--- config.mk ---
export PLATFORM = sky130hd
export DESIGN_NAME = pfr_ctrl
export DESIGN_NICKNAME = d
export VERILOG_FILES = /design/src/hw/rtl/pfr_pkg.sv /design/src/hw/rtl/pfr_ctrl.sv
export SDC_FILE = /design/constraint.sdc
export NUM_CORES = 1
export LEC_CHECK = 0
export BUFFER_PORTS_ARGS = -buffer_cell sky130_fd_sc_hd__buf_2
export CELL_PAD_IN_SITES_DETAIL_PLACEMENT = 0
export CELL_PAD_IN_SITES_GLOBAL_PLACEMENT = 1
export CORE_MARGIN = 8
export CORE_UTILIZATION = 26
export DETAILED_ROUTE_END_ITERATION = 16
export GPL_TIMING_DRIVEN = 0
export HOLD_SLACK_MARGIN = 0.12
export PLACE_DENSITY_LB_ADDON = 0.2
export SYNTH_ARGS = -nofsm -noshare
export SYNTH_HDL_FRONTEND = slang
export SYNTH_SLANG_ARGS = --single-unit
--- constraint.sdc ---
create_clock -name clk -period 2.2 [get_ports clk]
set_input_delay 0.22 -clock clk [delete_from_list [all_inputs] [get_ports clk]]
set_output_delay 0.22 -clock clk [all_outputs]
set_load 0.005 [all_outputs]
--- src/hw/rtl/pfr_pkg.sv ---
package pfr_pkg;

	// Sizing
	localparam int MAX_POINTS     = 128;
	localparam int NUM_OBJECTIVES = 3;
	localparam int OBJ_W          = 32;
	localparam int IN_OBJECTIVES  = 3;
	localparam int IDX_W          = $clog2(MAX_POINTS);
	localparam int CNT_W          = $clog2(MAX_POINTS + 1);
	localparam int DIFF_W         = OBJ_W + 1;
	localparam int POINT_W        = NUM_OBJECTIVES * OBJ_W;

	// Field widths
	localparam int CMD_W     = 2;
	localparam int TAG_W     = 4;
	localparam int PIDX_W    = 7;
	localparam int OUT_CNT_W = 8;
	localparam int TOL_W     = 16;
	localparam int CFG_IDX_W = 2;
	localparam int CFG_W     = 16;

	// Command codes
	localparam logic [CMD_W-1:0] CMD_LOAD  = 2'd0;
	localparam logic [CMD_W-1:0] CMD_RANK  = 2'd1;
	localparam logic [CMD_W-1:0] CMD_READ  = 2'd2;
	localparam logic [CMD_W-1:0] CMD_CLEAR = 2'd3;

	// Register indexes
	localparam logic [CFG_IDX_W-1:0] CFG_TOL     = 2'd0;
	localparam logic [CFG_IDX_W-1:0] CFG_GROUP_A = 2'd1;
	localparam logic [CFG_IDX_W-1:0] CFG_GROUP_B = 2'd2;

	// Result kinds
	localparam logic KIND_REPORT = 1'b0;
	localparam logic KIND_READ   = 1'b1;

	typedef enum logic [3:0] {
		ST_IDLE,
		ST_READ_ADDR,
		ST_READ_DATA,
		ST_IPICK,
		ST_JSCAN,
		ST_DIFF,
		ST_CMP,
		ST_IWRITE,
		ST_PASS_END
	} pfr_state_t;

	typedef struct packed {
		logic load;
		logic clear;
		logic latch_index;
		logic sort_init;
		logic i_next;
		logic j_start;
		logic j_next;
		logic diff_en;
		logic front_write;
		logic pass_end;
		logic out_report;
		logic out_read;
	} pfr_cmd_t;

	typedef struct packed {
		logic i_end;
		logic i_ranked;
		logic j_end;
		logic j_skip;
		logic dominated;
		logic sort_done;
		logic out_busy;
	} pfr_stat_t;

endpackage

--- src/hw/rtl/pfr_ctrl.sv ---
module pfr_ctrl (
	input  logic                      clk,
	input  logic                      arst_n,
	input  logic                      in_valid,
	input  logic [pfr_pkg::CMD_W-1:0] in_cmd,
	output logic                      in_ready,
	input  pfr_pkg::pfr_stat_t        stat,
	output pfr_pkg::pfr_cmd_t         cmd
);
	import pfr_pkg::*;

	pfr_state_t state_q;
	pfr_state_t state_nxt;

	// State register
	always_ff @(posedge clk or negedge arst_n) begin
		if (!arst_n) begin
			state_q <= ST_IDLE;
		end else begin
			state_q <= state_nxt;
		end
	end

	// Next state and datapath commands
	always_comb begin
		state_nxt = state_q;
		cmd       = '0;
		in_ready  = 1'b0;
		case (state_q)
			ST_IDLE: begin
				in_ready = !stat.out_busy;
				if (in_valid && !stat.out_busy) begin
					case (in_cmd)
						CMD_LOAD:  cmd.load = 1'b1;
						CMD_CLEAR: cmd.clear = 1'b1;
						CMD_RANK: begin
							cmd.sort_init = 1'b1;
							state_nxt     = ST_IPICK;
						end
						CMD_READ: begin
							cmd.latch_index = 1'b1;
							state_nxt       = ST_READ_ADDR;
						end
						default: ;
					endcase
				end
			end
			ST_READ_ADDR: state_nxt = ST_READ_DATA;
			ST_READ_DATA: begin
				cmd.out_read = 1'b1;
				state_nxt    = ST_IDLE;
			end
			ST_IPICK: begin
				if (stat.i_end) begin
					state_nxt = ST_PASS_END;
				end else if (stat.i_ranked) begin
					cmd.i_next = 1'b1;
				end else begin
					cmd.j_start = 1'b1;
					state_nxt   = ST_JSCAN;
				end
			end
			ST_JSCAN: begin
				if (stat.j_end) begin
					state_nxt = ST_IWRITE;
				end else if (stat.j_skip) begin
					cmd.j_next = 1'b1;
				end else begin
					state_nxt = ST_DIFF;
				end
			end
			ST_DIFF: begin
				cmd.diff_en = 1'b1;
				state_nxt   = ST_CMP;
			end
			ST_CMP: begin
				// Drop this point from the front on the first dominator found
				if (stat.dominated) begin
					cmd.i_next = 1'b1;
					state_nxt  = ST_IPICK;
				end else begin
					cmd.j_next = 1'b1;
					state_nxt  = ST_JSCAN;
				end
			end
			ST_IWRITE: begin
				cmd.front_write = 1'b1;
				cmd.i_next      = 1'b1;
				state_nxt       = ST_IPICK;
			end
			ST_PASS_END: begin
				cmd.pass_end = 1'b1;
				if (stat.sort_done) begin
					cmd.out_report = 1'b1;
					state_nxt      = ST_IDLE;
				end else begin
					state_nxt = ST_IPICK;
				end
			end
			default: state_nxt = ST_IDLE;
		endcase
	end
endmodule

Word level (Yosys, flattened, before mapping) --
Index checks and enable logic that the tools add are counted.
Operators by class: equal/unequal tests 15, multiplexer cells 31, reductions and logical operators 5
Operators by type and width (count):
- $pmux W4 S8 | 1
- $mux W4 | 7
- $eq A4 B3 Y1 const B | 4
- $mux W1 | 16
- $eq A4 B2 Y1 const B | 2
- $pmux W4 S2 | 1
- $mux W2 | 3
- $ne A3 B3 Y1 const B | 2
- $eq A2 B2 Y1 const B | 2
- $eq A4 B1 Y1 const B | 1
- $eq A4 B4 Y1 const B | 1
- $logic_not A4 Y1 | 1
- $reduce_and A4 Y1 | 1
- $mux W3 | 1
- $ne A3 B1 Y1 const B | 1
- $pmux W1 S3 | 1
- $eq A2 B1 Y1 const B | 1
- $logic_not A2 Y1 | 1
- $ne A2 B2 Y1 const B | 1
- $pmux W1 S2 | 1
- $logic_and A1 B1 Y1 | 1
- $logic_not A1 Y1 | 1
Storage, ports and cells: output and inout bits 13, bits in registers 4, input bits 12

Logic depth before layout (Yosys ltp) --
depth in word-level cells 4, depth in mapped cells 5, depth with buffers taken out 4

Worst setup path before layout --
Ideal clock, no wire load.
path type register to output, from register state_q[1], to output port cmd[11] in the netlist's numbering, buffers on the path 0, required time 1.980 ns, data arrival time 1.445 ns, slack 0.535 ns, cell stages (with the launch flop) 4, cell sequence dfrtp_1 > or4_4 > or3b_1 > nor3_1
RTL lines:
- start, declared | RTL line pfr_ctrl.sv:12 | pfr_state_t state_q;
- start signal, assigned | RTL line pfr_ctrl.sv:20 | state_q <= state_nxt;
- end, declared | RTL line pfr_ctrl.sv:8 | output pfr_pkg::pfr_cmd_t cmd

==> flow_summary_export.csv <==
group,metric,value,unit
synthesis,ys_ff_latch,4,
sta,timing.final.ws_setup,0.162,ns
clock_network,tritoncts_num_sinks,4,
drt,post_drt_wl_per_cell,12.2,um
worst_setup_path,setup.worst_path.class,"reg2out",
worst_setup_path,worst-endpoint-arrival,1.82,ns
sta,setup_total_negative_slack,0,ns
synthesis,yosys.cell_count.top_type,"sky130_fd_sc_hd__nor2_1",
run,cap_viol_max_count,0,
sta,upper_clock_frequency_limit,491,MHz
worst_setup_path,setup.worst_path.start_class,"flop",
worst_setup_path,worst_r2r_endpoint,"state_q[1]$_DFFE_PN0P_",
synthesis,syn_area_cell,7.60,um^2
sta,grt_setup_unrepaired,"no",
synthesis,synth_area_leader_cell,"sky130_fd_sc_hd__dfrtp_1",
worst_setup_path,reg2reg_from,"state_q[2]$_DFFE_PN0P_",
worst_setup_path,worstPathRequired,1.98,ns
synthesis,synth_enable_flop_cells,0,
synthesis,most_numerous_cell_types_in_the_synthesized_netlist,"sky130_fd_sc_hd__nor2_1 (6), sky130_fd_sc_hd__dfrtp_1 (4), sky130_fd_sc_hd__nor3_1 (4), sky130_fd_sc_hd__nor3b_1 (4)",
sta,slew_headroom,72.4,%
layout,fillers,164,
placement,place.port_buffers,24,
drt,routed_wirelength,1170,um
layout,largest_register_ffs,4,
sta,report.final.slew_viol_count,0,
sta,finalCriticalPeriod,2.04,ns
synthesis,yosys_most_used_dff,"sky130_fd_sc_hd__dfrtp_1",
pwr,total_leakage_power,0.298,nW
die,initial_core_util,26.9,%
clock_network,cts_tree,"built",
pwr,power.ir.vdd_worst,0.000271,V
hold_path,timing.hold.worst_endpoint,"state_q[3]$_DFFE_PN0P_",
layout,post_route_cells_drive_above_1_share,40.0,%
drt,dr_total_vias,471,
die,dieHeight,55.0,um
synthesis,yosysUniqueCellTypes,26,
synthesis,netlist_area,395,um^2
drt,drt_drc_violations_left,0,
sta,min_period_over_period,92.6,%
layout,multiInputGateArea,270,um^2
placement,dp_hpwl,906,um
clock_network,cts_buffers,3,
pwr,p_total,0.000475,W
pwr,p_per_area,836,nW/um^2
sta,finClkSkew,0.00468,ns
drt,drt_first_pass_iters,2,
worst_setup_path,path_max_fanout,3,
layout,seqCellArea,100,um^2
drt,route.detailed.vias_per_inst,4.91,
layout,num-nets-final,94,
synthesis,synth.top_cell.area_share,25.3,%
outcome,outcome,"finished clean",
hold_path,class_of_the_tightest_hold_or_removal_check,"in2reg",
placement,detailedPlace.worstSlack,0.397,ns
layout,antennaDiodeCount,0,
clock_network,ctsResizeCount,0,
global_routing,grt_start_max_net_pins,11,
layout,area_growth_syn_to_layout,43.7,%
global_routing,grt_pass1_vias,452,
die,fp.coreArea,1470,um^2
die,dieWidth,55.0,um
global_routing,globalRouteOverflowTotal,0,
clock_network,clock_pin_transition_on_the_worst_setup_and_hold_timing_paths,0.04,ns
synthesis,synth_seq_area_share,25.3,%
global_routing,grt.total_usage,7.84,%
sta,hold_violations,0,
worst_setup_path,critPathCaptureType,"primary output",
placement,place_congestion,0.727,
die,core.rowCount,14,
sta,report.final.setup_viol,0,
synthesis,synth_top_cells_by_area,"sky130_fd_sc_hd__dfrtp_1 (25%), sky130_fd_sc_hd__nor3b_1 (7.6%), sky130_fd_sc_hd__nor2_1 (5.7%), sky130_fd_sc_hd__nor3_1 (5.1%), sky130_fd_sc_hd__nor4b_1 (4.4%)",
worst_setup_path,worst_r2r_path_depth,5,
synthesis,synth.yosys.warnings,0,
die,design.die.area,3020,um^2
clock_network,root_buffer,"sky130_fd_sc_hd__clkbuf_4",
hold_path,worstHoldPathCells,2,
global_routing,wire_length_of_the_first_global_routing_pass,1830,um
drt,final_antenna_net_count,0,
global_routing,antenna_violations_before_repair,0,
clock_network,cts_buffer_depth,2,
layout,register_name_with_the_most_flops,"state_q",
worst_setup_path,timing.reg2reg.setup_slack,0.56,ns
clock_network,cts_htree_levels,1,
clock_network,worst_skew_pair.late_latency,0.23,ns
die,design.portCount,25,
synthesis,mappedNetlistNets,64,
synthesis,cells_after_synth,52,
sta,worstMarginPinSlew,0.413,ns
layout,reg_top3,"state_q x4",
hold_path,timing.hold.worst.start,"stat[6]",
synthesis,synthArstFlopShare,100,%
drt,dr.first_iter.drc_count,11,
-- area by class of cell --
type	count	area share, %
plain buffers	4	3.08
clock buffers	3	3.96
multi-input cells	42	47.6
inverters	2	1.32
repair buffers	25	22.9
flip-flops and latches	4	17.6
well taps	16	3.52
-- what timing repair did --
action	CTS	global route
hold endpoints to repair	4	0
buffers inserted	0	0
hold buffers	1	0
-- cell families after synthesis --
kind of cell	count (synthesis)	synth area share, %
flops	4	25.3
xor+xnor	1	2.22
buf+inv	6	6.33
compound gates	10	15.5
simple gates	31	50.6
-- worst max path at each step --
stage | end | startpoint
after floorplan | cmd[11] | state_q[1]$_DFFE_PN0P_
after global placement | cmd[9] | state_q[0]$_DFFE_PN0P_
after detailed placement | cmd[9] | state_q[1]$_DFFE_PN0P_
after CTS | cmd[9] | state_q[1]$_DFFE_PN0P_
after global routing | cmd[11] | state_q[1]$_DFFE_PN0P_
final | cmd[9] | state_q[1]$_DFFE_PN0P_
-- cell usage in the layout (no fill, tap or decap), drive strengths merged, types with 4 or more instances in the layout --
cell type	n
nor3b	5
buf	26
nor3	4
o21ai	4
dfrtp	4
clkbuf	5
nor2	6
-- power breakdown --
| group | internal, W | total, W | switching (W) |
|---|---|---|---|
| registers | 0.0000961 | 0.000107 | 0.0000106 |
| logic | 0.000124 | 0.000279 | 0.000155 |
| clock network | 0.0000609 | 0.0000890 | 0.0000282 |
| total | 0.000281 | 0.000475 | 0.000194 |
-- metrics by stage --
stage               util [%]  hold slack, ns  std cells  area (um^2)
global placement        36.4          0.0241         92          536
finish                  38.6           0.245         96          568
floorplan                  -         -0.0756         52          395
CTS                     38.6           0.242         96          568
detailed placement      36.4          0.0232         92          536
global route            38.6           0.249         96          568
-- layer usage --
layer  vias up  track usage [%]  part of all wire, %
met4         0             3.60                  1.6
met2        21             12.5                   39
met5         -                0                    0
li1        248                -                    -
met3         2             1.87                   12
met1       200             9.79                   47
-- worst max-delay path, stage by stage, from the launching register on --
cell                      delay (ns)
sky130_fd_sc_hd__dfrtp_1        0.36
sky130_fd_sc_hd__or4_4          0.54
sky130_fd_sc_hd__or3b_1         0.40
sky130_fd_sc_hd__nor3b_2        0.16
sky130_fd_sc_hd__buf_2          0.13
(Power assumes the default switching activity.)
